**src/sv/scs_pkg.sv**
```systemverilog
// ============================================================================
// scs_pkg
// Shared types, widths and constants of the twirl source coordinate pipeline.
// ============================================================================
package scs_pkg;

    // Coordinate and register widths
    localparam int COORD_BITS = 12;
    localparam int CFG_W      = 13;
    localparam int CX_W       = CFG_W - 1;
    localparam int TWIST_W    = 16;

    // Configuration register indexes
    localparam int          CFG_IDX_W        = 2;
    localparam logic [1:0]  CFG_FRAME_WIDTH  = 2'd0;
    localparam logic [1:0]  CFG_FRAME_HEIGHT = 2'd1;
    localparam logic [1:0]  CFG_TWIST_ANGLE  = 2'd2;

    // Register reset values
    localparam logic [CFG_W-1:0]   RST_FRAME_WIDTH  = CFG_W'(640);
    localparam logic [CFG_W-1:0]   RST_FRAME_HEIGHT = CFG_W'(480);
    localparam logic [TWIST_W-1:0] RST_TWIST_ANGLE  = TWIST_W'(12288);

    // Default iteration count of both rotators
    localparam int CORDIC_STEPS_DEF = 16;
    localparam int TABLE_LEN        = 24;

    // Distance path
    localparam int DW      = COORD_BITS + 2;      // signed offset from centre
    localparam int DIST_W  = 2 * DW;              // squared distance
    localparam int SQ_IN_W = DIST_W + 16;         // squared distance in Q.16
    localparam int SQ_W    = SQ_IN_W / 2;         // distance in Q.8

    // Angle path, signed Q3.16 radians
    localparam int XW = DW + 18;
    localparam int ZW = 20;
    localparam int AW = 23;
    localparam int WRAP_N = 4;
    localparam logic signed [ZW-1:0] PI_Q16      = ZW'(205887);
    localparam logic signed [ZW-1:0] HALF_PI_Q16 = ZW'(102944);
    localparam logic signed [AW-1:0] PI_Q16_A    = AW'(205887);
    localparam logic signed [AW-1:0] TWO_PI_Q16  = AW'(411775);

    // Twist term division
    localparam int DIFF_W = CX_W + 8;
    localparam int NUM_W  = TWIST_W + DIFF_W;
    localparam int QW     = DIFF_W;
    localparam int DEN_W  = CX_W + 4;

    // Rotation magnitude and result
    localparam int GAIN_W = 16;
    localparam logic [GAIN_W-1:0] GAIN_Q16 = GAIN_W'(39797);
    localparam int MAG_W  = SQ_W + GAIN_W - 8;
    localparam int RW     = MAG_W + 3;
    localparam int SW     = RW + 1;
    localparam int NXW    = SW - 16;

    typedef struct packed {
        logic [COORD_BITS-1:0] dest_x;
        logic [COORD_BITS-1:0] dest_y;
    } t_scs_in;

    typedef struct packed {
        logic [COORD_BITS-1:0] src_x;
        logic [COORD_BITS-1:0] src_y;
        logic                  keep_dest;
        logic                  in_circle;
    } t_scs_out;

    // atan(2^-i) in Q.16, zero from step 17 on.
    function automatic logic signed [ZW-1:0] atan_q16(input int unsigned idx);
        case (idx)
            0:       return ZW'(51472);
            1:       return ZW'(30386);
            2:       return ZW'(16055);
            3:       return ZW'(8150);
            4:       return ZW'(4091);
            5:       return ZW'(2047);
            6:       return ZW'(1024);
            7:       return ZW'(512);
            8:       return ZW'(256);
            9:       return ZW'(128);
            10:      return ZW'(64);
            11:      return ZW'(32);
            12:      return ZW'(16);
            13:      return ZW'(8);
            14:      return ZW'(4);
            15:      return ZW'(2);
            16:      return ZW'(1);
            default: return '0;
        endcase
    endfunction

endpackage

```
**src/sv/scs_cordic_vec.sv**
```systemverilog
// ============================================================================
// scs_cordic_vec
// Pipelined vectoring rotator that gives the angle of (dx, dy) in Q3.16.
// ============================================================================
module scs_cordic_vec import scs_pkg::*; #(
    parameter int CORDIC_STEPS = CORDIC_STEPS_DEF,
    parameter int TAG_W        = 1
) (
    input  logic                 i_clk,
    input  logic                 i_rst_n,
    input  logic                 i_en,
    input  logic                 i_valid,
    input  logic signed [DW-1:0] i_dx,
    input  logic signed [DW-1:0] i_dy,
    input  logic [TAG_W-1:0]     i_tag,
    output logic                 o_valid,
    output logic signed [ZW-1:0] o_ang,
    output logic [TAG_W-1:0]     o_tag
);
    localparam int N = CORDIC_STEPS + 1;

    logic                 r_v   [N];
    logic signed [XW-1:0] r_x   [N];
    logic signed [XW-1:0] r_y   [N];
    logic signed [ZW-1:0] r_z   [N];
    logic [TAG_W-1:0]     r_tag [N];

    logic signed [XW-1:0] x0;
    logic signed [XW-1:0] y0;

    assign x0 = XW'(i_dx) <<< 16;
    assign y0 = XW'(i_dy) <<< 16;

    // Pre-rotation by pi for the left half plane.
    always_ff @(posedge i_clk) begin
        if (!i_rst_n) begin
            r_v[0] <= 1'b0;
        end else if (i_en) begin
            r_v[0] <= i_valid;
        end
    end

    always_ff @(posedge i_clk) begin
        if (i_en) begin
            r_tag[0] <= i_tag;
            if (x0 < 0) begin
                r_x[0] <= -x0;
                r_y[0] <= -y0;
                r_z[0] <= (y0 >= 0) ? PI_Q16 : -PI_Q16;
            end else begin
                r_x[0] <= x0;
                r_y[0] <= y0;
                r_z[0] <= '0;
            end
        end
    end

    for (genvar i = 0; i < CORDIC_STEPS; i++) begin : g_step
        logic signed [XW-1:0] xs;
        logic signed [XW-1:0] ys;

        assign xs = r_x[i] >>> i;
        assign ys = r_y[i] >>> i;

        always_ff @(posedge i_clk) begin
            if (!i_rst_n) begin
                r_v[i+1] <= 1'b0;
            end else if (i_en) begin
                r_v[i+1] <= r_v[i];
            end
        end

        // Drive y toward zero and sum the turned angles.
        always_ff @(posedge i_clk) begin
            if (i_en) begin
                r_tag[i+1] <= r_tag[i];
                if (r_y[i] > 0) begin
                    r_x[i+1] <= r_x[i] + ys;
                    r_y[i+1] <= r_y[i] - xs;
                    r_z[i+1] <= r_z[i] + atan_q16(i);
                end else begin
                    r_x[i+1] <= r_x[i] - ys;
                    r_y[i+1] <= r_y[i] + xs;
                    r_z[i+1] <= r_z[i] - atan_q16(i);
                end
            end
        end
    end

    assign o_valid = r_v[N-1];
    assign o_ang   = r_z[N-1];
    assign o_tag   = r_tag[N-1];

endmodule

```
**config.mk**
```make
export PLATFORM = sky130hd
export DESIGN_NAME = scs_cordic_vec
export DESIGN_NICKNAME = d
export VERILOG_FILES = /design/src/sv/scs_pkg.sv /design/src/sv/scs_cordic_vec.sv
export SDC_FILE = /design/constraint.sdc
export NUM_CORES = 2
export LEC_CHECK = 0
export ABC_AREA = 0
export BUFFER_PORTS_ARGS = -buffer_cell sky130_fd_sc_hd__buf_4
export CAP_MARGIN = 20
export CORE_MARGIN = 2
export CORE_UTILIZATION = 55
export CTS_CLUSTER_DIAMETER = 100
export DETAILED_ROUTE_END_ITERATION = 7
export PLACE_DENSITY = 0.8
export REMOVE_ABC_BUFFERS = 1
export SKIP_CTS_REPAIR_TIMING = 1
export SYNTH_ARGS = -nofsm -noshare
export SYNTH_HDL_FRONTEND = slang
export SYNTH_SLANG_ARGS = --single-unit
```
**constraint.sdc**
```tcl
create_clock -name i_clk -period 7.2 [get_ports i_clk]
set_clock_uncertainty 0.1 [all_clocks]
set_input_delay 1.8 -clock i_clk [delete_from_list [all_inputs] [get_ports i_clk]]
set_output_delay 1.8 -clock i_clk [all_outputs]
set_load 0.01 [all_outputs]
```
==> impl_metrics.tcl <==
set metrics [dict create \
    worst_path_most_repeated_cell "o21ai_0" \
    yosysSeqAreaShare_pct 37.38 \
    insertion_delay_ns 0.79 \
    track_usage_pct 27.10 \
    ys.flop_type "edfxtp_1" \
    ys_warn_count 0 \
    cp_slowest_stage_delay_ns 0.61 \
    timing.rr.start "r_y[6][10]" \
    cts_tree "done" \
    worst_pin_slew_ns 1.031 \
    grt_antenna_before_repair 7 \
    critPathKind "reg2reg" \
    yosys.area.top_type_share_pct 37.36 \
    cts_sinks 1173 \
    grt_max_degree 150 \
    setup.worst_path.start_class "register" \
    clockBufferDepth 3 \
    htreeDepth 4 \
    maxSlewHeadroom_pct 30.31 \
    port-buffer-count 54 \
    rsz0062_at_grt "no" \
    grt_pass1_vias 71740 \
    syn_area_sq_um 94210 \
    critical-path-top-delay-family "simple AND/OR/NAND/NOR gates" \
    ys_types 94 \
    status "complete, but fails checks" \
    wl_per_cell_um 19.79 \
    end_kind "register" \
    clkSlewWorstSetupHoldPaths_ns 0.06 \
    synth_area_leaders "edfxtp_1, ha_1, xnor2_1" \
    fmax_mhz 148.4 \
    fp-row-count 151 \
    crit_cells 20 \
    syn_to_final_growth_pct 8.230 \
    hpwl_um 188900 \
    yosysTopAreaCell "edfxtp_1" \
    avgSynthCellArea_sq_um 9.638 \
    required_ns 7.62 \
    setup_viol 0 \
    hold_path_end "r_z[7][2]" \
    path_cells "or4_1 > nor3_1 > nand3_1 > or4_1 > nor2_1 > a21oi_2 > buf_4 > o21ai_0 > inv_1 > ha_1 > nor2b_1 > o21a_1 > o21ai_0 > a21o_1 > or4b_2 > a31oi_1 > o21bai_1 > a21oi_1 > o21ai_0 > xor2_1" \
    drive_gt1_share_pct 4.794 \
    io_pins 55 \
    r2r_end "r_x[7][19]" \
    n_fill_cell 14120 \
    fp.dieH_um 417.9 \
    holdPathStages 0 \
    drt-total-wl_um 241200 \
    initial_core_util_pct 55.47 \
    async_flop_share_pct 0 \
    num_vias 74410 \
    grt_pass1_wl_um 383700 \
    core_sq_um 169800 \
    cts_inserted_buffers 137 \
    synth-seq-cells 1173 \
    min-delay-start "r_z[6][2]" \
    path_buf_inv 2 \
    grt-ovfl-total 0 \
    ff2ff_path_depth 20 \
    final_util_pct 60.03 \
    viasPerCell 6.105 \
    reg2reg_slack_ns 0.46 \
    violations "design-rule violations" \
    ant_nets 0 \
    syn_inst 9775 \
    die_area_sq_um 174600 \
    hold_violations 0 \
    hp-class "reg2reg" \
    drcViolationCount 1 \
    maxCapViolCount 0 \
    fp.dieW_um 417.9 \
    period_share_pct 93.57 \
    firstDrtPassIters 8 \
    drv_slew 0 \
    drt_iter0_drc 6555 \
    nNetsFinal 10920 \
    clockRootBuffer "clkbuf_16" \
    final.min_clock_period_ns 6.737 \
    cp_slowest_cell "or4b_2" \
    path_max_fanout 10 \
    routabilityCongestion 0.9674 \
    cp.arrival_ns 7.15 \
    synth_edf_count 1172 \
]
## stage by stage
stage	setup WS (ns)	std cells	cell area [sq um]	TNS (ns)	hold WS [ns]
2_1_floorplan	-0.6838	9568	93400	-7.642	0.3003
3_3_place_gp	0.3866	11940	97430	0	0.3013
3_5_place_dp	0.3081	11940	97430	0	0.3045
4_1_cts	0.6167	12190	101900	0	0.3113
5_1_grt	0.03637	12190	102000	0	0.3145
6_report	0.4629	12190	102000	0	0.3080
## cell usage after synthesis, drive strengths merged, types with 42 or more instances
master / n
o211ai: 44
o31ai: 152
nor2b: 129
o21bai: 113
o21ai: 542
xnor2: 934
a21oi: 838
nand2b: 137
nor4: 90
clkbuf: 173
o21a: 160
and2: 42
edfxtp: 1172
inv: 464
nand2: 609
a21boi: 47
a31oi: 79
nor2: 843
a21o: 315
ha: 986
o41ai: 60
or3: 83
nor3: 281
nand3: 180
nand4: 69
a211oi: 77
xor2: 476
and3: 73
or4: 45
## state kept, by name (all words and copies together), names as in the netlist
signal / cells
r_tag: 17
r_z: 321
r_x: 384
r_v: 17
r_y: 434
## final cells by class
type                    count  area [sq um]  share of cell area (%)
well taps                2218          2775                   2.722
flip-flops and latches   1173         35210                   34.54
inverters                 470          1764                   1.730
multi-input cells        7925         56480                   55.39
clock buffers             159          3532                   3.464
diodes                      1         2.502                0.002454
repair buffers            151          1234                   1.210
clock inverters            92         963.4                  0.9449
## kinds of logic after synthesis
family                     share of synthesized area [%]
DFF                                                37.38
and+or+nand+nor                                    13.98
buffers and inverters                              2.731
adders and majority gates                          13.91
muxes                                             0.6627
xor gates and xnor gates                           13.13
AOI/OAI and AO/OA                                  18.20
## placed cells by master (no fill, tap or decap), drive strengths merged, types with 79 or more instances in the layout
master / synthesis / routed
nor3: 281 / 281
nor2: 843 / 843
a21oi: 838 / 838
inv: 464 / 476
nand2: 609 / 609
edfxtp: 1172 / 1172
ha: 986 / 986
xor2: 476 / 476
nor2b: 129 / 129
nor4: 90 / 90
o21a: 160 / 160
or3: 83 / 83
buf: 34 / 150
a31oi: 79 / 79
nand2b: 137 / 137
o31ai: 152 / 152
o21bai: 113 / 113
clkbuf: 173 / 160
nand3: 180 / 180
o21ai: 542 / 542
xnor2: 934 / 934
a21o: 315 / 315
## worst max path at each step
stage | from | endpoint | slack, ns
floorplan | i_en | r_y[5][30] | -0.68
global placement | i_en | r_x[12][31] | 0.39
detailed placement | i_en | r_y[10][31] | 0.31
CTS | r_y[7][9] | r_y[8][30] | 0.62
global route | r_y[7][9] | r_y[8][30] | 0.04
finish | r_y[6][10] | r_x[7][19] | 0.46
## per-layer routing
layer | vias to the layer above | global-route usage (%) | wire, um
li1 | 36240 | - | -
met1 | 35580 | 36.47 | 106100
met2 | 2198 | 45.97 | 115000
met3 | 402 | 3.431 | 13980
met4 | 0 | 7.275 | 6143
met5 | - | 0 | 0
Power is left out: the tool's default activity adds up to more than one toggle a clock period on the data nets, which glitch-free logic cannot reach.
