### src/sv/scs_pkg.sv
// ============================================================================
// scs_pkg
// Shared types, widths and constants of the twirl source coordinate pipeline.
// ============================================================================
package scs_pkg;

    // Coordinate and register widths
    localparam int COORD_BITS = 12;
    localparam int CFG_W      = 13;
    localparam int CX_W       = CFG_W - 1;
    localparam int TWIST_W    = 16;

    // Configuration register indexes
    localparam int          CFG_IDX_W        = 2;
    localparam logic [1:0]  CFG_FRAME_WIDTH  = 2'd0;
    localparam logic [1:0]  CFG_FRAME_HEIGHT = 2'd1;
    localparam logic [1:0]  CFG_TWIST_ANGLE  = 2'd2;

    // Register reset values
    localparam logic [CFG_W-1:0]   RST_FRAME_WIDTH  = CFG_W'(640);
    localparam logic [CFG_W-1:0]   RST_FRAME_HEIGHT = CFG_W'(480);
    localparam logic [TWIST_W-1:0] RST_TWIST_ANGLE  = TWIST_W'(12288);

    // Default iteration count of both rotators
    localparam int CORDIC_STEPS_DEF = 16;
    localparam int TABLE_LEN        = 24;

    // Distance path
    localparam int DW      = COORD_BITS + 2;      // signed offset from centre
    localparam int DIST_W  = 2 * DW;              // squared distance
    localparam int SQ_IN_W = DIST_W + 16;         // squared distance in Q.16
    localparam int SQ_W    = SQ_IN_W / 2;         // distance in Q.8

    // Angle path, signed Q3.16 radians
    localparam int XW = DW + 18;
    localparam int ZW = 20;
    localparam int AW = 23;
    localparam int WRAP_N = 4;
    localparam logic signed [ZW-1:0] PI_Q16      = ZW'(205887);
    localparam logic signed [ZW-1:0] HALF_PI_Q16 = ZW'(102944);
    localparam logic signed [AW-1:0] PI_Q16_A    = AW'(205887);
    localparam logic signed [AW-1:0] TWO_PI_Q16  = AW'(411775);

    // Twist term division
    localparam int DIFF_W = CX_W + 8;
    localparam int NUM_W  = TWIST_W + DIFF_W;
    localparam int QW     = DIFF_W;
    localparam int DEN_W  = CX_W + 4;

    // Rotation magnitude and result
    localparam int GAIN_W = 16;
    localparam logic [GAIN_W-1:0] GAIN_Q16 = GAIN_W'(39797);
    localparam int MAG_W  = SQ_W + GAIN_W - 8;
    localparam int RW     = MAG_W + 3;
    localparam int SW     = RW + 1;
    localparam int NXW    = SW - 16;

    typedef struct packed {
        logic [COORD_BITS-1:0] dest_x;
        logic [COORD_BITS-1:0] dest_y;
    } t_scs_in;

    typedef struct packed {
        logic [COORD_BITS-1:0] src_x;
        logic [COORD_BITS-1:0] src_y;
        logic                  keep_dest;
        logic                  in_circle;
    } t_scs_out;

    // atan(2^-i) in Q.16, zero from step 17 on.
    function automatic logic signed [ZW-1:0] atan_q16(input int unsigned idx);
        case (idx)
            0:       return ZW'(51472);
            1:       return ZW'(30386);
            2:       return ZW'(16055);
            3:       return ZW'(8150);
            4:       return ZW'(4091);
            5:       return ZW'(2047);
            6:       return ZW'(1024);
            7:       return ZW'(512);
            8:       return ZW'(256);
            9:       return ZW'(128);
            10:      return ZW'(64);
            11:      return ZW'(32);
            12:      return ZW'(16);
            13:      return ZW'(8);
            14:      return ZW'(4);
            15:      return ZW'(2);
            16:      return ZW'(1);
            default: return '0;
        endcase
    endfunction

endpackage

### src/sv/scs_isqrt.sv
// ============================================================================
// scs_isqrt
// Pipelined integer square root, one result bit per stage.
// ============================================================================
module scs_isqrt import scs_pkg::*; #(
    parameter int TAG_W = 1
) (
    input  logic               i_clk,
    input  logic               i_rst_n,
    input  logic               i_en,
    input  logic               i_valid,
    input  logic [SQ_IN_W-1:0] i_rad,
    input  logic [TAG_W-1:0]   i_tag,
    output logic               o_valid,
    output logic [SQ_W-1:0]    o_root,
    output logic [TAG_W-1:0]   o_tag
);
    localparam int REM_W = SQ_W + 2;

    logic               r_v    [SQ_W];
    logic [SQ_IN_W-1:0] r_rad  [SQ_W];
    logic [REM_W-1:0]   r_rem  [SQ_W];
    logic [SQ_W-1:0]    r_root [SQ_W];
    logic [TAG_W-1:0]   r_tag  [SQ_W];

    for (genvar k = 0; k < SQ_W; k++) begin : g_stage
        logic               v_in;
        logic [SQ_IN_W-1:0] rad_in;
        logic [REM_W-1:0]   rem_in;
        logic [SQ_W-1:0]    root_in;
        logic [TAG_W-1:0]   tag_in;
        logic [REM_W+1:0]   rem_sh;
        logic [REM_W+1:0]   trial;
        logic               take;

        if (k == 0) begin : g_first
            assign v_in    = i_valid;
            assign rad_in  = i_rad;
            assign rem_in  = '0;
            assign root_in = '0;
            assign tag_in  = i_tag;
        end else begin : g_next
            assign v_in    = r_v[k-1];
            assign rad_in  = r_rad[k-1];
            assign rem_in  = r_rem[k-1];
            assign root_in = r_root[k-1];
            assign tag_in  = r_tag[k-1];
        end

        // Bring down two bits and try the next root bit.
        assign rem_sh = {rem_in, rad_in[SQ_IN_W-1 -: 2]};
        assign trial  = {2'b00, root_in, 2'b01};
        assign take   = (rem_sh >= trial);

        always_ff @(posedge i_clk) begin
            if (!i_rst_n) begin
                r_v[k] <= 1'b0;
            end else if (i_en) begin
                r_v[k] <= v_in;
            end
        end

        always_ff @(posedge i_clk) begin
            if (i_en) begin
                r_rad[k]  <= rad_in << 2;
                r_rem[k]  <= take ? REM_W'(rem_sh - trial) : REM_W'(rem_sh);
                r_root[k] <= {root_in[SQ_W-2:0], take};
                r_tag[k]  <= tag_in;
            end
        end
    end

    assign o_valid = r_v[SQ_W-1];
    assign o_root  = r_root[SQ_W-1];
    assign o_tag   = r_tag[SQ_W-1];

endmodule

### config.mk
export PLATFORM = sky130hd
export DESIGN_NAME = scs_isqrt
export DESIGN_NICKNAME = d
export VERILOG_FILES = /design/src/sv/scs_pkg.sv /design/src/sv/scs_isqrt.sv
export SDC_FILE = /design/constraint.sdc
export NUM_CORES = 2
export LEC_CHECK = 0
export ABC_AREA = 1
export BUFFER_PORTS_ARGS = -buffer_cell sky130_fd_sc_hd__buf_2
export CORE_UTILIZATION = 62
export DETAILED_ROUTE_END_ITERATION = 8
export PLACE_DENSITY = 0.78
export SYNTH_ARGS = -nofsm -noshare
export SYNTH_HDL_FRONTEND = slang
export SYNTH_SLANG_ARGS = --single-unit
### constraint.sdc
create_clock -name i_clk -period 5.6 [get_ports i_clk]
set_clock_uncertainty 0.1 [all_clocks]
set_input_delay 0.56 -clock i_clk [delete_from_list [all_inputs] [get_ports i_clk]]
set_output_delay 0.56 -clock i_clk [all_outputs]
set_load 0.05 [all_outputs]
==> key figures <==
Run status
  • Status: finished, violations left
  • Failing checks: design-rule violations

Hold path
  • Worst Hold End: r_v[0][0]$_DFFE_PP_
  • Hold Crit Depth: 3
  • Hold Path Origin: i_valid
  • Hold WC Path Type: input port to flip-flop

Critical path
  • CP required: 5930 ps
  • CP bufs+invs: 3
  • Slowest stage delay, CP: between 700 and 800 ps
  • Critical path startpoint category: flip-flop
  • Worst R2R Setup Slack: 2240 ps
  • CP endpoint kind: flip-flop
  • R2R Path Start: r_root[4][15]$_DFFE_PP_
  • Crit path cell chain: inv_1, ha_1, nand2_1, inv_1, nand2_1, nor2_1, a21oi_1, nand3_1, inv_2, o21ai_1
  • Worst EP arrival: around 3700 ps
  • Critical path class: flip-flop to flip-flop
  • Crit-path slowest cell: inv_2
  • Worst Reg2Reg Path Length in Cells: 10
  • Reg-to-Reg End: r_rem[2][33]$_DFFE_PP_
  • Crit path max fanout: 33
  • Delay-heaviest family, CP: buffers and inverters

Global routing
  • Largest net degree at the start of global routing: approximately 160
  • Initial antenna violation count: 1
  • First-pass GRT wire length: 252.4 mm
  • Number of global-route vias before repair: 47590
  • Total gr overflow: 0
  • Tot GR Track Use: 0.3000

Power
  • Sw power: ~7.5 mW
  • Switch share: 0.2985
  • PD cells: 344.6 nW/um^2
  • Leakage power: 33.01 nW
  • Comb pwr share: 0.192
  • Sequential share of power: 0.479
  • Max IR drop VDD: 341.2 uV
  • Pwr Total: 25.07 mW
  • Clock group share of total power: 0.329
  • Internal Power: 17.58 mW

Route
  • Final ANT Viol Nets: 0
  • Overall routed net length: 162.4 mm
  • Drt wl/cell: 17.78 um
  • Drt via density: about 5.4
  • Drt pass-1 iters: 9
  • Via count: 49170
  • DRC: 3
  • Detailed Route Iter0 Violations: 4437

Floorplanning
  • Die area: 108400 um^2
  • Core region area: 105700 um^2
  • Die height: 329.3 um
  • Num rows: around 120
  • Die Wd: 329.3 um
  • Starting Density: 0.6281
  • Boundary Pins: 73

Timing
  • PnR worst setup slack: roughly 2200 ps
  • Final slew viol count: 0
  • Worst Max-Slew Pin Slew: 1056 ps
  • Post-Route Setup TNS: 0 ps
  • Tcrit/Tclk final: 0.6007
  • Setup violators final: 0
  • Peak Freq: 0.2973 GHz
  • Final number of hold-violating endpoints: 0
  • Fin crit period: between 3000 and 4000 ps
  • Slew HR: 0.2961
  • Fin Hold WS: 81.99 ps
  • Unrepaired setup endpoints after global routing: false

Clock tree
  • TritonCTS Buffers: 120
  • Clock buffer depth: 3
  • CTS clk-pin slew, worst paths: 60 ps
  • CTS resizes: 0
  • CTS tree: yes
  • Sinks on the clock net: 1233
  • H-tree depth: 3
  • Clock Latency Late Sink: 740 ps
  • CTS Root Cell: clkbuf_16

Yosys
  • Cells after Synth: about 7500
  • Share of synthesized registers carrying an async set or reset: 0
  • Post-synth top flop: edfxtp_1
  • Most frequent cell after synthesis: nand2_1
  • Register area share after synthesis: 0.5575
  • Post-synth EDFFs: 1232
  • Net count after synthesis: 7780
  • Most common library cells after synthesis: 2510 x nand2_1, 1250 x inv_1, 1232 x edfxtp_1
  • #FFs+latches synth: 1233
  • Synth Warn #: 0
  • Syn avg cell area: ~9 um^2
  • Ranking of synthesized cells by area: edfxtp_1 56%, nand2_1 14%, inv_1 7.1%
  • Synth area leader: edfxtp_1
  • Cell area after synthesis: between 60000 and 70000 um^2
  • Netlist cell types: 49
  • Area share of the largest cell type after synthesis: 0.5572

Final layout
  • Fraction of layout cells with a size suffix above 1: 0.05643
  • FF/Latch Area: 37020 um^2
  • Area grow syn2layout: 9.548%
  • FILL cells: 8320
  • Number of diodes: 0
  • Multi-input gate area: between 20000 and 25000 um^2
  • Nets: 7969

Placement
  • Place WS: 2259 ps
  • Final GP Congestion: slightly below 1
  • Dpl hpwl: between 100 and 150 mm
  • Number of I/O port buffers: 72

Flow run
  • Max Cap Viol: 0
## power groups by stage
stage               logic, mW  clock network [mW]  registers [mW]
floorplan                3.41                   0            11.8
global placement         4.63                   0            12.2
detailed placement       4.70                   0            12.2
CTS                      4.77                8.37            12.0
global route             5.43                8.71            12.1
finish                   4.81                8.25            12.0
## through the flow
stage	instance area, um^2	std cells	util
global route	72740	9135	0.6881
floorplan	66400	7455	-
global placement	68220	8866	0.6454
CTS	72740	9135	0.6881
finish	72740	9135	0.6881
detailed placement	68220	8866	0.6454
## worst reg2reg max path: cells and delay by family, from the launching register on
family | cells | cell delay [ps]
buffers and inverters | 3 | 880
DFF | 1 | 530
adders and majority gates | 1 | 370
AOI/OAI and AO/OA | 2 | 370
and+or+nand+nor | 4 | 820
## registers in the layout (all words and copies together) (netlist names)
| register | cells |
|---|---|
| r_rem | 474 |
| r_rad | 462 |
| r_v | 22 |
| r_tag | 22 |
| r_root | 253 |
## placed cells by master (no fill, tap or decap), types with 13 or more instances in the layout
master and count:
a21oi_1 239, a21oi_2 43, buf_2 71, bufinv_16 16, clkbuf_1 19, clkbuf_16 120
clkinv_1 25, clkinv_2 19, dlygate4sd3_1 47, edfxtp_1 1232, ha_1 276, inv_1 1250
inv_2 28, nand2_1 2510, nand2_2 22, nand3_1 411, nand3_2 13, nand3b_1 86
nand4_1 113, nor2_1 657, nor2_2 25, nor3_1 44, o21ai_0 84, o21ai_1 77
o21bai_1 14, or2_2 14, xnor2_1 74, xor2_1 103
## cell type report
class                           count  area share
Clock buffer                      139     0.04226
Clock inverter                     83     0.01331
Inverter                         1283     0.06635
Multi-Input combinational cell   4874      0.3309
Sequential cell                  1233      0.5089
Tap cell                         1391     0.02393
Timing Repair Buffer              132     0.01435
## layer usage
layer  wire length, um  track usage  vias up
li1                  -            -    24490
met1             64850       0.3650    22610
met2             80450       0.5293     1666
met3              8973      0.03673      411
met4              8151       0.1444        0
met5                 0            0        -
## kinds of logic (layout without fill, tap and decap cells)
logic type,count (synthesis),count (layout),synth area share
simple gates,3946,3946,0.2475
xor+xnor,177,177,0.02335
buf+inv,1348,1637,0.08001
fa+ha+maj,276,276,0.05201
other cells,1,1,0.00005648
flops,1233,1233,0.5575
compound gates,474,474,0.03955
## how the worst max path moves through the flow
stage | cells past startpoint | from | endpoint | slack, ps
6_report | 10 | r_root[4][15]$_DFFE_PP_ | r_rem[2][33]$_DFFE_PP_ | 2240
5_1_grt | 12 | r_rem[2][1]$_DFFE_PP_ | r_rem[2][25]$_DFFE_PP_ | 2010
4_1_cts | 10 | r_root[4][15]$_DFFE_PP_ | r_rem[2][33]$_DFFE_PP_ | 2220
3_5_place_dp | 10 | r_root[4][15]$_DFFE_PP_ | r_rem[2][33]$_DFFE_PP_ | 2260
3_3_place_gp | 10 | r_root[4][15]$_DFFE_PP_ | r_rem[2][33]$_DFFE_PP_ | 2180
2_1_floorplan | 13 | r_rem[0][48]$_DFFE_PP_ | r_rem[0][95]$_DFFE_PP_ | 3530
## what timing repair did
| action | in CTS | in global routing |
|---|---|---|
| hold endpoints to repair | 47 | 0 |
| hold buffers | 47 | 0 |
| buffers inserted | 0 | 0 |
(Power assumes the default switching activity.)
