===== config.mk =====
export PLATFORM = sky130hd
export DESIGN_NAME = scs_cordic_rot
export DESIGN_NICKNAME = d
export VERILOG_FILES = /design/src/sv/scs_pkg.sv /design/src/sv/scs_cordic_rot.sv
export SDC_FILE = /design/constraint.sdc
export NUM_CORES = 2
export LEC_CHECK = 0
export BUFFER_PORTS_ARGS = -buffer_cell sky130_fd_sc_hd__buf_2
export CAP_MARGIN = 40
export CORE_ASPECT_RATIO = 1.75
export CORE_UTILIZATION = 30
export DETAILED_ROUTE_END_ITERATION = 8
export GPL_TIMING_DRIVEN = 0
export PLACE_DENSITY = 0.51
export SYNTH_ARGS = -nofsm -noshare
export SYNTH_HDL_FRONTEND = slang
export SYNTH_SLANG_ARGS = --single-unit
export TNS_END_PERCENT = 50

===== constraint.sdc =====
create_clock -name i_clk -period 6.3 [get_ports i_clk]
set_clock_uncertainty 0.1 [all_clocks]
set_input_delay 0.315 -clock i_clk [delete_from_list [all_inputs] [get_ports i_clk]]
set_output_delay 0.315 -clock i_clk [all_outputs]
set_load 0.005 [all_outputs]

===== src/sv/scs_pkg.sv =====
// ============================================================================
// scs_pkg
// Shared types, widths and constants of the twirl source coordinate pipeline.
// ============================================================================
package scs_pkg;

    // Coordinate and register widths
    localparam int COORD_BITS = 12;
    localparam int CFG_W      = 13;
    localparam int CX_W       = CFG_W - 1;
    localparam int TWIST_W    = 16;

    // Configuration register indexes
    localparam int          CFG_IDX_W        = 2;
    localparam logic [1:0]  CFG_FRAME_WIDTH  = 2'd0;
    localparam logic [1:0]  CFG_FRAME_HEIGHT = 2'd1;
    localparam logic [1:0]  CFG_TWIST_ANGLE  = 2'd2;

    // Register reset values
    localparam logic [CFG_W-1:0]   RST_FRAME_WIDTH  = CFG_W'(640);
    localparam logic [CFG_W-1:0]   RST_FRAME_HEIGHT = CFG_W'(480);
    localparam logic [TWIST_W-1:0] RST_TWIST_ANGLE  = TWIST_W'(12288);

    // Default iteration count of both rotators
    localparam int CORDIC_STEPS_DEF = 16;
    localparam int TABLE_LEN        = 24;

    // Distance path
    localparam int DW      = COORD_BITS + 2;      // signed offset from centre
    localparam int DIST_W  = 2 * DW;              // squared distance
    localparam int SQ_IN_W = DIST_W + 16;         // squared distance in Q.16
    localparam int SQ_W    = SQ_IN_W / 2;         // distance in Q.8

    // Angle path, signed Q3.16 radians
    localparam int XW = DW + 18;
    localparam int ZW = 20;
    localparam int AW = 23;
    localparam int WRAP_N = 4;
    localparam logic signed [ZW-1:0] PI_Q16      = ZW'(205887);
    localparam logic signed [ZW-1:0] HALF_PI_Q16 = ZW'(102944);
    localparam logic signed [AW-1:0] PI_Q16_A    = AW'(205887);
    localparam logic signed [AW-1:0] TWO_PI_Q16  = AW'(411775);

    // Twist term division
    localparam int DIFF_W = CX_W + 8;
    localparam int NUM_W  = TWIST_W + DIFF_W;
    localparam int QW     = DIFF_W;
    localparam int DEN_W  = CX_W + 4;

    // Rotation magnitude and result
    localparam int GAIN_W = 16;
    localparam logic [GAIN_W-1:0] GAIN_Q16 = GAIN_W'(39797);
    localparam int MAG_W  = SQ_W + GAIN_W - 8;
    localparam int RW     = MAG_W + 3;
    localparam int SW     = RW + 1;
    localparam int NXW    = SW - 16;

    typedef struct packed {
        logic [COORD_BITS-1:0] dest_x;
        logic [COORD_BITS-1:0] dest_y;
    } t_scs_in;

    typedef struct packed {
        logic [COORD_BITS-1:0] src_x;
        logic [COORD_BITS-1:0] src_y;
        logic                  keep_dest;
        logic                  in_circle;
    } t_scs_out;

    // atan(2^-i) in Q.16, zero from step 17 on.
    function automatic logic signed [ZW-1:0] atan_q16(input int unsigned idx);
        case (idx)
            0:       return ZW'(51472);
            1:       return ZW'(30386);
            2:       return ZW'(16055);
            3:       return ZW'(8150);
            4:       return ZW'(4091);
            5:       return ZW'(2047);
            6:       return ZW'(1024);
            7:       return ZW'(512);
            8:       return ZW'(256);
            9:       return ZW'(128);
            10:      return ZW'(64);
            11:      return ZW'(32);
            12:      return ZW'(16);
            13:      return ZW'(8);
            14:      return ZW'(4);
            15:      return ZW'(2);
            16:      return ZW'(1);
            default: return '0;
        endcase
    endfunction

endpackage


===== src/sv/scs_cordic_rot.sv =====
// ============================================================================
// scs_cordic_rot
// Pipelined rotating rotator that turns (mag, 0) by a Q3.16 angle.
// ============================================================================
module scs_cordic_rot import scs_pkg::*; #(
    parameter int CORDIC_STEPS = CORDIC_STEPS_DEF,
    parameter int TAG_W        = 1
) (
    input  logic                 i_clk,
    input  logic                 i_rst_n,
    input  logic                 i_en,
    input  logic                 i_valid,
    input  logic [MAG_W-1:0]     i_mag,
    input  logic signed [ZW-1:0] i_ang,
    input  logic [TAG_W-1:0]     i_tag,
    output logic                 o_valid,
    output logic signed [RW-1:0] o_x,
    output logic signed [RW-1:0] o_y,
    output logic [TAG_W-1:0]     o_tag
);
    localparam int N = CORDIC_STEPS + 1;

    logic                 r_v   [N];
    logic signed [RW-1:0] r_x   [N];
    logic signed [RW-1:0] r_y   [N];
    logic signed [ZW-1:0] r_z   [N];
    logic [TAG_W-1:0]     r_tag [N];

    logic signed [RW-1:0] mag;

    assign mag = $signed(RW'(i_mag));

    // Pre-rotation by pi brings the angle within a quarter turn.
    always_ff @(posedge i_clk) begin
        if (!i_rst_n) begin
            r_v[0] <= 1'b0;
        end else if (i_en) begin
            r_v[0] <= i_valid;
        end
    end

    always_ff @(posedge i_clk) begin
        if (i_en) begin
            r_tag[0] <= i_tag;
            r_y[0]   <= '0;
            if (i_ang > HALF_PI_Q16) begin
                r_x[0] <= -mag;
                r_z[0] <= i_ang - PI_Q16;
            end else if (i_ang < -HALF_PI_Q16) begin
                r_x[0] <= -mag;
                r_z[0] <= i_ang + PI_Q16;
            end else begin
                r_x[0] <= mag;
                r_z[0] <= i_ang;
            end
        end
    end

    for (genvar i = 0; i < CORDIC_STEPS; i++) begin : g_step
        logic signed [RW-1:0] xs;
        logic signed [RW-1:0] ys;

        assign xs = r_x[i] >>> i;
        assign ys = r_y[i] >>> i;

        always_ff @(posedge i_clk) begin
            if (!i_rst_n) begin
                r_v[i+1] <= 1'b0;
            end else if (i_en) begin
                r_v[i+1] <= r_v[i];
            end
        end

        // Drive the residual angle toward zero.
        always_ff @(posedge i_clk) begin
            if (i_en) begin
                r_tag[i+1] <= r_tag[i];
                if (r_z[i] >= 0) begin
                    r_x[i+1] <= r_x[i] - ys;
                    r_y[i+1] <= r_y[i] + xs;
                    r_z[i+1] <= r_z[i] - atan_q16(i);
                end else begin
                    r_x[i+1] <= r_x[i] + ys;
                    r_y[i+1] <= r_y[i] - xs;
                    r_z[i+1] <= r_z[i] + atan_q16(i);
                end
            end
        end
    end

    assign o_valid = r_v[N-1];
    assign o_x     = r_x[N-1];
    assign o_y     = r_y[N-1];
    assign o_tag   = r_tag[N-1];

endmodule

==> impl_results.md <==
* Startpoint type of the worst setup path: flop
* Number of register bits inferred by synthesis at between 1k and 1.5k
* Number of setup violations in the final report at 0
* Number of H-tree branching levels at 4
* Placer's final routability congestion estimate at about 1.1
* Number of clock buffers inserted by TritonCTS at approximately 170
* Final Routed Wirelength at approximately 400000 um
* Via count at between 90k and 100k
* Remaining max-slew budget at the tightest pin at roughly a third
* Number of detailed-route iterations in the first pass at 9
* Average cell area after synthesis at about 9.7 um2
* Horizontal extent of the die at roughly 470 um
* Sum of net half-perimeters after detailed placement at 339900 um
* Largest fanout on the critical path at 10
* Highest achievable clock rate at 161.0 MHz
* All-Layer GR Usage at approximately a fifth
* Final WS setup at just under 90 ps
* Buffers on Ports at between 100 and 150
* Maximum number of pins on one net before global-route repair at 67
* DIE AREA at slightly below 400000 um2
* Violated checks: design-rule violations
* Final Hold Vio Count at 0
* Count of flip-flops with a built-in enable after synthesis at around 1.4k
* Wire length of the first global-routing pass at roughly 590000 um
* Run status: complete, but fails checks
* Period utilisation layout at just under 100%
* Area of the mapped netlist at 115100 um2
* Fraction of final layout cells sized beyond drive strength 1 at roughly 5.6%
* Count of clock tree sinks at 1405
* Area of the core at around 380000 um2
* 1st-iter DRT viols at just under 4k
* I/O pin count at between 100 and 150
* Slew of the pin with the lowest slew margin at around 1000 ps
* Routed via count divided by cell count at 5.250
* Effective utilization at floorplan at 30.17%
* Nets at about 14k
* Pins Over Slew Limit at 0
* Dominant register cell in the synthesized netlist: edfxtp_1
* Standard-cell rows at 300
* TritonCTS clock tree: built
* Clock root buffer: clkbuf_16
* WP data arrival at about 6700 ps
* Worst slack, placed at -1465 ps
* Post-route antenna net violation count at 0
* Data required time of the worst path at slightly below 7000 ps
* Average wire length per cell after detail routing at 23.28 um
* Post-synthesis async set-or-reset flop share at 0%
* Crit Path Category: flop to flop
* End-of-flow core utilization at 33.98%
* Height of the die at 821.2 um
* Number of nets produced by synthesis at between 10k and 15k
* Number of global-route vias before repair at around 95k
* Synthesized netlist cell count at approximately 12k
* Maximum capacitance violations at 0
* Seq/Total Area, Yosys at a little over a third
* Unrepaired setup endpoints after global routing: yes
* Remaining design rule violation count at 1
* Latest clock arrival within the worst-skew pair at 870 ps
* Yosys warning total at 0
* Buffers from clock root to sink, at most at 4
* Overflow after GRT at 0
* Kind of end point of the critical path: flop
* Min-Delay Path Class: input port to flop
* Netlist cell types at 99
* Antenna violations before repair at 16
* Post-synthesis to final-layout area growth at 12.63%
* Clock transition at the registers of the reported paths at roughly 60 ps
* Crit path time final at approximately 6200 ps
==> per-layer routing <==
metal  global-route usage [%]  vias to the layer above  share of wire, %  wire, um
met1                    13.63                    43180                26    106400
met5                        0                        -            0.0067        27
met3                    2.369                     1376               2.5     10140
li1                         -                    44970                 -         -
met2                    43.58                     1997                58    237200
met4                    22.43                        4                13     52070
==> flip-flops by register name, indices dropped and copies added (netlist names) <==
register  flops
r_tag        17
r_v          17
r_x         560
r_y         528
r_z         283
==> worst paths after layout <==
| kind | start | endpoint | slack [ps] | depth (start not counted) |
|---|---|---|---|---|
| setup / recovery | r_z[14][19]$_DFFE_PP_ | r_x[15][31]$_DFFE_PP_ | 90 | 18 |
| hold / removal | i_ang[17] | r_z[0][17]$_DFFE_PP_ | 50 | 4 |
| setup reg to reg | r_z[14][19]$_DFFE_PP_ | r_x[15][31]$_DFFE_PP_ | 90 | 18 |
| hold reg to reg | r_z[13][2]$_DFFE_PP_ | r_z[14][2]$_DFFE_PP_ | 310 | 0 |
==> placed cells by master, fill, tap and decap left out, types with 87 or more instances in the layout <==
master	count
clkbuf_1	174
inv_1	516
nand2_1	659
nor3_1	323
and2_1	87
o31ai_1	168
a21oi_1	1138
nand3_1	182
xnor2_1	1180
a211oi_1	88
clkbuf_16	168
o21ai_0	560
a31oi_1	113
a21o_1	543
xor2_1	590
buf_2	148
and3_1	116
nor2b_1	125
edfxtp_1	1404
nor4_1	101
nor2_1	927
ha_1	1220
o21a_1	150
o21bai_1	203
nand2b_1	128
==> critical path, cell delays in order (launching register included) <==
cell	delay, ps
edfxtp_1	370
and2_1	290
inv_1	130
clkbuf_1	520
clkbuf_1	710
o31ai_1	210
xnor2_1	300
ha_1	320
o21a_1	210
o21ai_0	320
a311oi_1	120
o21ai_0	260
o22ai_1	130
buf_4	190
a221o_1	330
a21oi_1	640
nor3_1	180
o41a_1	420
xor2_1	160
==> Yosys cell counts, types with 51 or more instances <==
library cell	instances	area share (%)
o41ai_1	63	0.48
edfxtp_1	1404	37
nor3_1	325	1.4
ha_1	1220	13
a31oi_1	114	0.62
o21a_1	150	0.98
nand2b_1	128	0.70
o21ai_0	563	2.4
xor2_1	594	4.5
clkbuf_1	187	0.61
nor2_1	928	3.0
a211oi_1	89	0.58
and3_1	116	0.63
a21o_1	543	3.5
mux2i_1	59	0.51
and2_1	88	0.48
or2_2	51	0.28
xnor2_1	1189	9.1
nand2_1	660	2.2
o211ai_1	57	0.37
nand3_1	183	0.80
nor2b_1	125	0.68
nor4_1	106	0.58
inv_1	516	1.7
or3_1	68	0.37
o21bai_1	203	1.3
nand4_1	85	0.46
a21oi_1	1138	5.0
o31ai_1	170	1.1
==> metrics by stage <==
stage | area, um2 | instances | TNS, ps | hold WS (ps)
detailed placement | 123300 | 17020 | -91140 | 304.5
global route | 129600 | 17430 | -142.9 | 54.63
floorplan | 115100 | 11820 | 0 | 300.3
finish | 129600 | 17430 | 0 | 50.39
CTS | 129300 | 17380 | 0 | 16.30
global placement | 121900 | 16930 | -5102230 | 301.2
==> cell families after synthesis <==
| family | Yosys count | share of synthesized area (%) |
|---|---|---|
| compound gates | 3501 | 19.62 |
| xor+xnor | 1784 | 13.59 |
| fa+ha+maj | 1265 | 14.05 |
| buf+inv | 740 | 2.420 |
| flops | 1405 | 36.66 |
| mux | 94 | 0.8559 |
| simple gates | 3035 | 12.80 |
==> area by class of cell <==
class | instances | area, um2
Sequential cell | 1405 | 42180
Tap cell | 4983 | 6235
Antenna cell | 50 | 125.1
Clock buffer | 190 | 4287
Inverter | 521 | 1959
Fill cell | 39450 | 251800
Clock inverter | 97 | 975.9
Multi-Input combinational cell | 9679 | 70300
Timing Repair Buffer | 289 | 2600
Buffer | 217 | 912.1
==> repair_timing <==
action	in CTS	in global routing
setup endpoints to repair	36	35
hold buffers	74	0
resized for setup	11	32
hold endpoints to repair	82	0
buffers inserted	0	0
Power is not shown: default switching activity piles up to over one toggle a cycle in this logic, so the estimate is an artifact.
