**src/sv/scs_pkg.sv**
```systemverilog
// ============================================================================
// scs_pkg
// Shared types, widths and constants of the twirl source coordinate pipeline.
// ============================================================================
package scs_pkg;

    // Coordinate and register widths
    localparam int COORD_BITS = 12;
    localparam int CFG_W      = 13;
    localparam int CX_W       = CFG_W - 1;
    localparam int TWIST_W    = 16;

    // Configuration register indexes
    localparam int          CFG_IDX_W        = 2;
    localparam logic [1:0]  CFG_FRAME_WIDTH  = 2'd0;
    localparam logic [1:0]  CFG_FRAME_HEIGHT = 2'd1;
    localparam logic [1:0]  CFG_TWIST_ANGLE  = 2'd2;

    // Register reset values
    localparam logic [CFG_W-1:0]   RST_FRAME_WIDTH  = CFG_W'(640);
    localparam logic [CFG_W-1:0]   RST_FRAME_HEIGHT = CFG_W'(480);
    localparam logic [TWIST_W-1:0] RST_TWIST_ANGLE  = TWIST_W'(12288);

    // Default iteration count of both rotators
    localparam int CORDIC_STEPS_DEF = 16;
    localparam int TABLE_LEN        = 24;

    // Distance path
    localparam int DW      = COORD_BITS + 2;      // signed offset from centre
    localparam int DIST_W  = 2 * DW;              // squared distance
    localparam int SQ_IN_W = DIST_W + 16;         // squared distance in Q.16
    localparam int SQ_W    = SQ_IN_W / 2;         // distance in Q.8

    // Angle path, signed Q3.16 radians
    localparam int XW = DW + 18;
    localparam int ZW = 20;
    localparam int AW = 23;
    localparam int WRAP_N = 4;
    localparam logic signed [ZW-1:0] PI_Q16      = ZW'(205887);
    localparam logic signed [ZW-1:0] HALF_PI_Q16 = ZW'(102944);
    localparam logic signed [AW-1:0] PI_Q16_A    = AW'(205887);
    localparam logic signed [AW-1:0] TWO_PI_Q16  = AW'(411775);

    // Twist term division
    localparam int DIFF_W = CX_W + 8;
    localparam int NUM_W  = TWIST_W + DIFF_W;
    localparam int QW     = DIFF_W;
    localparam int DEN_W  = CX_W + 4;

    // Rotation magnitude and result
    localparam int GAIN_W = 16;
    localparam logic [GAIN_W-1:0] GAIN_Q16 = GAIN_W'(39797);
    localparam int MAG_W  = SQ_W + GAIN_W - 8;
    localparam int RW     = MAG_W + 3;
    localparam int SW     = RW + 1;
    localparam int NXW    = SW - 16;

    typedef struct packed {
        logic [COORD_BITS-1:0] dest_x;
        logic [COORD_BITS-1:0] dest_y;
    } t_scs_in;

    typedef struct packed {
        logic [COORD_BITS-1:0] src_x;
        logic [COORD_BITS-1:0] src_y;
        logic                  keep_dest;
        logic                  in_circle;
    } t_scs_out;

    // atan(2^-i) in Q.16, zero from step 17 on.
    function automatic logic signed [ZW-1:0] atan_q16(input int unsigned idx);
        case (idx)
            0:       return ZW'(51472);
            1:       return ZW'(30386);
            2:       return ZW'(16055);
            3:       return ZW'(8150);
            4:       return ZW'(4091);
            5:       return ZW'(2047);
            6:       return ZW'(1024);
            7:       return ZW'(512);
            8:       return ZW'(256);
            9:       return ZW'(128);
            10:      return ZW'(64);
            11:      return ZW'(32);
            12:      return ZW'(16);
            13:      return ZW'(8);
            14:      return ZW'(4);
            15:      return ZW'(2);
            16:      return ZW'(1);
            default: return '0;
        endcase
    endfunction

endpackage

```
**src/sv/scs_divider.sv**
```systemverilog
// ============================================================================
// scs_divider
// Pipelined restoring divider for the twist term, one quotient bit per stage.
// ============================================================================
module scs_divider import scs_pkg::*; #(
    parameter int TAG_W = 1
) (
    input  logic             i_clk,
    input  logic             i_rst_n,
    input  logic             i_en,
    input  logic             i_valid,
    input  logic [NUM_W-1:0] i_num,
    input  logic [DEN_W-1:0] i_den,
    input  logic [TAG_W-1:0] i_tag,
    output logic             o_valid,
    output logic [QW-1:0]    o_quo,
    output logic [TAG_W-1:0] o_tag
);
    localparam int HI_W = NUM_W - QW;

    logic             r_v   [QW];
    logic [HI_W-1:0]  r_rem [QW];
    logic [QW-1:0]    r_low [QW];
    logic [QW-1:0]    r_quo [QW];
    logic [TAG_W-1:0] r_tag [QW];

    for (genvar k = 0; k < QW; k++) begin : g_stage
        logic             v_in;
        logic [HI_W-1:0]  rem_in;
        logic [QW-1:0]    low_in;
        logic [QW-1:0]    quo_in;
        logic [TAG_W-1:0] tag_in;
        logic [HI_W:0]    rem_sh;
        logic             take;

        if (k == 0) begin : g_first
            assign v_in   = i_valid;
            assign rem_in = i_num[NUM_W-1:QW];
            assign low_in = i_num[QW-1:0];
            assign quo_in = '0;
            assign tag_in = i_tag;
        end else begin : g_next
            assign v_in   = r_v[k-1];
            assign rem_in = r_rem[k-1];
            assign low_in = r_low[k-1];
            assign quo_in = r_quo[k-1];
            assign tag_in = r_tag[k-1];
        end

        // Shift in the next dividend bit and subtract where it fits.
        assign rem_sh = {rem_in, low_in[QW-1]};
        assign take   = (rem_sh >= (HI_W+1)'(i_den));

        always_ff @(posedge i_clk) begin
            if (!i_rst_n) begin
                r_v[k] <= 1'b0;
            end else if (i_en) begin
                r_v[k] <= v_in;
            end
        end

        always_ff @(posedge i_clk) begin
            if (i_en) begin
                r_rem[k] <= take ? HI_W'(rem_sh - (HI_W+1)'(i_den)) : HI_W'(rem_sh);
                r_low[k] <= low_in << 1;
                r_quo[k] <= {quo_in[QW-2:0], take};
                r_tag[k] <= tag_in;
            end
        end
    end

    assign o_valid = r_v[QW-1];
    assign o_quo   = r_quo[QW-1];
    assign o_tag   = r_tag[QW-1];

endmodule

```
**config.mk**
```make
export PLATFORM = sky130hd
export DESIGN_NAME = scs_divider
export DESIGN_NICKNAME = d
export VERILOG_FILES = /design/src/sv/scs_pkg.sv /design/src/sv/scs_divider.sv
export SDC_FILE = /design/constraint.sdc
export NUM_CORES = 1
export LEC_CHECK = 0
export ABC_AREA = 0
export BUFFER_PORTS_ARGS = -buffer_cell sky130_fd_sc_hd__buf_2
export CORE_MARGIN = 4
export CORE_UTILIZATION = 45
export DETAILED_ROUTE_END_ITERATION = 10
export HOLD_SLACK_MARGIN = 0.1
export PLACE_DENSITY_LB_ADDON = 0.15
export SETUP_SLACK_MARGIN = 0.2
export SKIP_CTS_REPAIR_TIMING = 1
export SKIP_LAST_GASP = 1
export SYNTH_ARGS = -nofsm -noshare
export SYNTH_HDL_FRONTEND = slang
export SYNTH_SLANG_ARGS = --single-unit
```
**constraint.sdc**
```tcl
create_clock -name i_clk -period 4 [get_ports i_clk]
set_input_delay 0.2 -clock i_clk [delete_from_list [all_inputs] [get_ports i_clk]]
set_output_delay 0.2 -clock i_clk [all_outputs]
set_load 0.02 [all_outputs]
```
==> Flow_metrics.wiki <==
{| class="wikitable"
! Metric !! Value
|-
| Maximum fanout encountered on the critical timing path || 17
|-
| Total of flip-flops plus latches after synthesis || 744
|-
| Worst supply voltage drop on vdd || 407.1 µV
|-
| Count of pins on the block boundary || 79
|-
| Number of synthesis warnings || 0
|-
| Height of the die || 307.2 µm
|-
| Initial antenna violation count || 1
|-
| Die width || 307.2 µm
|-
| Worst hold path class || input pin to flip-flop
|-
| Unrepaired setup endpoints after global routing || no
|-
| Sequential element share of the synthesized area || roughly 55%
|-
| FMAX || 306.8 MHz
|-
| Post-synthesis net count || between 3,000 and 4,000
|-
| GPL Wtd Cong || roughly 0.87
|-
| Primary FF master, synth || sky130_fd_sc_hd__edfxtp_1
|-
| Initial core utilization || roughly 45%
|-
| Ratio of total power to cell area || around 800 nW/µm²
|-
| Critical path cell sequence || ha_1 > nor2b_1 > o31ai_2 > a21oi_1 > o41ai_2 > o21ai_1 > o2111ai_2 > nand2_2 > mux2_1
|-
| WP buf/inv || 0
|-
| Total of max-cap violations || 0
|-
| Leakage Power || 17.69 nW
|-
| Fraction of layout instances using a drive strength above 1 || 13.45%
|-
| Minimum clock period || 3.260 ns
|-
| Number of I/O port buffers || between 70 and 80
|-
| Final clock skew || between 0.015 and 0.02 ns
|-
| Max H-tree Level || 3
|-
| Startpoint type of the worst setup path || flip-flop
|-
| Mean area per synthesized cell || 12.50 µm²
|-
| Worst EP arrival || 3.65 ns
|-
| Post-route setup TNS || 0 ns
|-
| Total area of sequential cells || about 22,000 µm²
|-
| Cell count after synthesis || 3,224
|-
| Number of failing setup endpoints in the final timing report || 0
|-
| Leftover overflow at the end of global routing || 0
|-
| Nets || 3,833
|-
| Buffer type at the clock tree root || sky130_fd_sc_hd__clkbuf_16
|-
| Most common cell after layout, fill and taps aside || sky130_fd_sc_hd__edfxtp_1
|-
| DRC Markers || 0
|-
| Post-synthesis cell type count || 81
|-
| WP data required || 4.39 ns
|-
| All-Layer GR Usage || 19.35%
|-
| Die outline area || ~94,000 µm²
|-
| Total wirelength of the detailed-routed design || 91.88 mm
|-
| Maximum number of pins on one net before global-route repair || 118
|-
| Wire length of the first global-routing pass || 145.0 mm
|-
| Clock buffer depth || 3
|-
| TritonCTS buffer count || between 80 and 90
|-
| Dominant delay contributor by cell family on the critical path || compound AO/OA/AOI/OAI gates
|-
| Slew margin rel. || 32.17%
|-
| Iter 0 DRT Violations || 1,798
|-
| Netlist area before placement || 40,290 µm²
|-
| Filler instances || 7,552
|-
| Clock tree from TritonCTS || yes
|-
| Register-to-register setup slack || 0.74 ns
|-
| End-of-flow core utilization || 51.73%
|-
| Result of the run || finished, final reports clean
|-
| Worst slew pin tran || just over 1 ns
|-
| Antenna cells || 0
|-
| Via-per-instance ratio || about 5.7
|-
| Number of iterations in the first detailed-routing pass || 6
|-
| Area growth from synthesis to final layout || 13.84%
|-
| Area used by multi-input combinational logic || between 15,000 and 20,000 µm²
|-
| Slowest cell on the critical path || sky130_fd_sc_hd__o41ai_2
|-
| Floorplan row count || 109
|-
| Number of global-route vias before repair || between 20,000 and 30,000
|-
| Critical path endpoint category || flip-flop
|-
| Standard cell core area || 88,650 µm²
|-
| Asr flop ratio synth || 0%
|-
| Worst path max stage delay || 0.42 ns
|-
| Clock-pin slew on the worst setup and hold paths || 0.06 ns
|-
| Sink count of the clock tree || 744
|-
| Final worst path period share || between 80% and 90%
|-
| Worst Setup Path Type || flip-flop to flip-flop
|-
| Routed wirelength normalized by instance count || 19.69 µm
|-
| Highest-count cells in the layout ignoring fill and taps || sky130_fd_sc_hd__edfxtp_1 (743), sky130_fd_sc_hd__ha_1 (320), sky130_fd_sc_hd__a21oi_1 (238)
|-
| Slew Viols, Final || 0
|-
| Count of flip-flops with a built-in enable after synthesis || 743
|-
| Final hold viol count || 0
|-
| Total number of vias || 26,500
|-
| Number of nets with antenna violations after routing || 0
|-
| Dpl hpwl || slightly above 60 mm
|-
| Latest clock arrival within the worst-skew pair || roughly 0.65 ns
|}
## Yosys cell counts, types with 13 or more instances
library cell,number,area [µm²]
sky130_fd_sc_hd__and3_1,43,269.0
sky130_fd_sc_hd__a31oi_1,16,100.1
sky130_fd_sc_hd__o211ai_1,14,105.1
sky130_fd_sc_hd__nor4_1,14,87.58
sky130_fd_sc_hd__a211oi_1,29,217.7
sky130_fd_sc_hd__nand2b_1,44,275.3
sky130_fd_sc_hd__nand4_1,46,287.8
sky130_fd_sc_hd__nor3_1,55,275.3
sky130_fd_sc_hd__xor2_1,73,639.4
sky130_fd_sc_hd__o31a_1,18,157.7
sky130_fd_sc_hd__nor2b_1,50,312.8
sky130_fd_sc_hd__edfxtp_1,743,22310
sky130_fd_sc_hd__a21oi_1,239,1196
sky130_fd_sc_hd__xnor2_1,131,1147
sky130_fd_sc_hd__a211o_1,16,140.1
sky130_fd_sc_hd__a21o_1,74,555.5
sky130_fd_sc_hd__or2_2,13,81.33
sky130_fd_sc_hd__fa_1,19,380.4
sky130_fd_sc_hd__and2_1,13,81.33
sky130_fd_sc_hd__o21bai_1,14,105.1
sky130_fd_sc_hd__nand2_1,187,701.9
sky130_fd_sc_hd__clkbuf_1,46,172.7
sky130_fd_sc_hd__ha_1,320,4004
sky130_fd_sc_hd__mux2i_1,30,300.3
sky130_fd_sc_hd__o21a_1,63,473.0
sky130_fd_sc_hd__nor2_1,219,822.0
sky130_fd_sc_hd__or3_1,16,100.1
sky130_fd_sc_hd__nand3_1,46,230.2
sky130_fd_sc_hd__o21ai_0,171,855.8
sky130_fd_sc_hd__inv_1,114,427.9
sky130_fd_sc_hd__a21boi_0,15,112.6
sky130_fd_sc_hd__o31ai_1,26,195.2
sky130_fd_sc_hd__mux2_2,143,1610
## per-stage QoR
step	cells	setup WS (ns)	hold slack [ns]	total power [mW]	instance area, µm²
global placement	4474	0.5009	0.3770	28.52	42690
floorplan	3224	0.8412	0.2989	24.70	40290
CTS	4627	0.7473	-0.3252	36.83	45460
detailed placement	4474	0.4046	0.3781	28.83	42690
global route	4667	0.5183	0.1577	39.24	45860
finish	4667	0.7403	0.1639	36.60	45860
## cell type report
class | instances | area share [%]
Sequential cell | 744 | 48.69
Multi-Input combinational cell | 2305 | 37.72
Clock buffer | 106 | 5.058
Timing Repair Buffer | 185 | 3.416
Tap cell | 1165 | 3.178
Clock inverter | 47 | 0.9931
Inverter | 115 | 0.9412
## report_power, final
part           internal (mW)  total [mW]  switching, mW
combinational           7.44        16.0           8.59
clock                   4.57        7.74           3.16
sequential              11.7        12.8           1.18
total                   23.7        36.6           12.9
## routing by layer
layer / GRT usage (%) / wire length, µm
met5: 0 / 0
met4: 6.093 / 2869
met3: 2.943 / 3823
met2: 32.42 / 43460
met1: 26.10 / 41730
## state kept, by name (all words and copies together) (netlist names)
name	cells
r_rem	304
r_quo	210
r_low	190
r_tag	20
r_v	20
## cell families after synthesis
| kind of cell | after synthesis | share of synthesized area, % |
|---|---|---|
| simple gates | 773 | 9.305 |
| xor+xnor | 204 | 4.435 |
| mux | 191 | 5.302 |
| flops | 744 | 55.43 |
| fa+ha+maj | 339 | 10.88 |
| buf+inv | 175 | 1.764 |
| compound gates | 798 | 12.88 |
## tightest hold or removal path: stages
cell and delay [ns]:
sky130_fd_sc_hd__buf_2 0.08, sky130_fd_sc_hd__or4_1 0.09, sky130_fd_sc_hd__buf_4 0.26
## worst paths after layout
check	start	to	cells after the start
max	r_rem[1][0]	r_rem[2][13]	9
min	i_num[35]	r_quo[0][0]	3
max reg2reg	r_rem[1][0]	r_rem[2][13]	9
min reg2reg	r_low[0][2]	r_low[1][3]	0
Note: power is estimated with default switching activity, not from simulation.
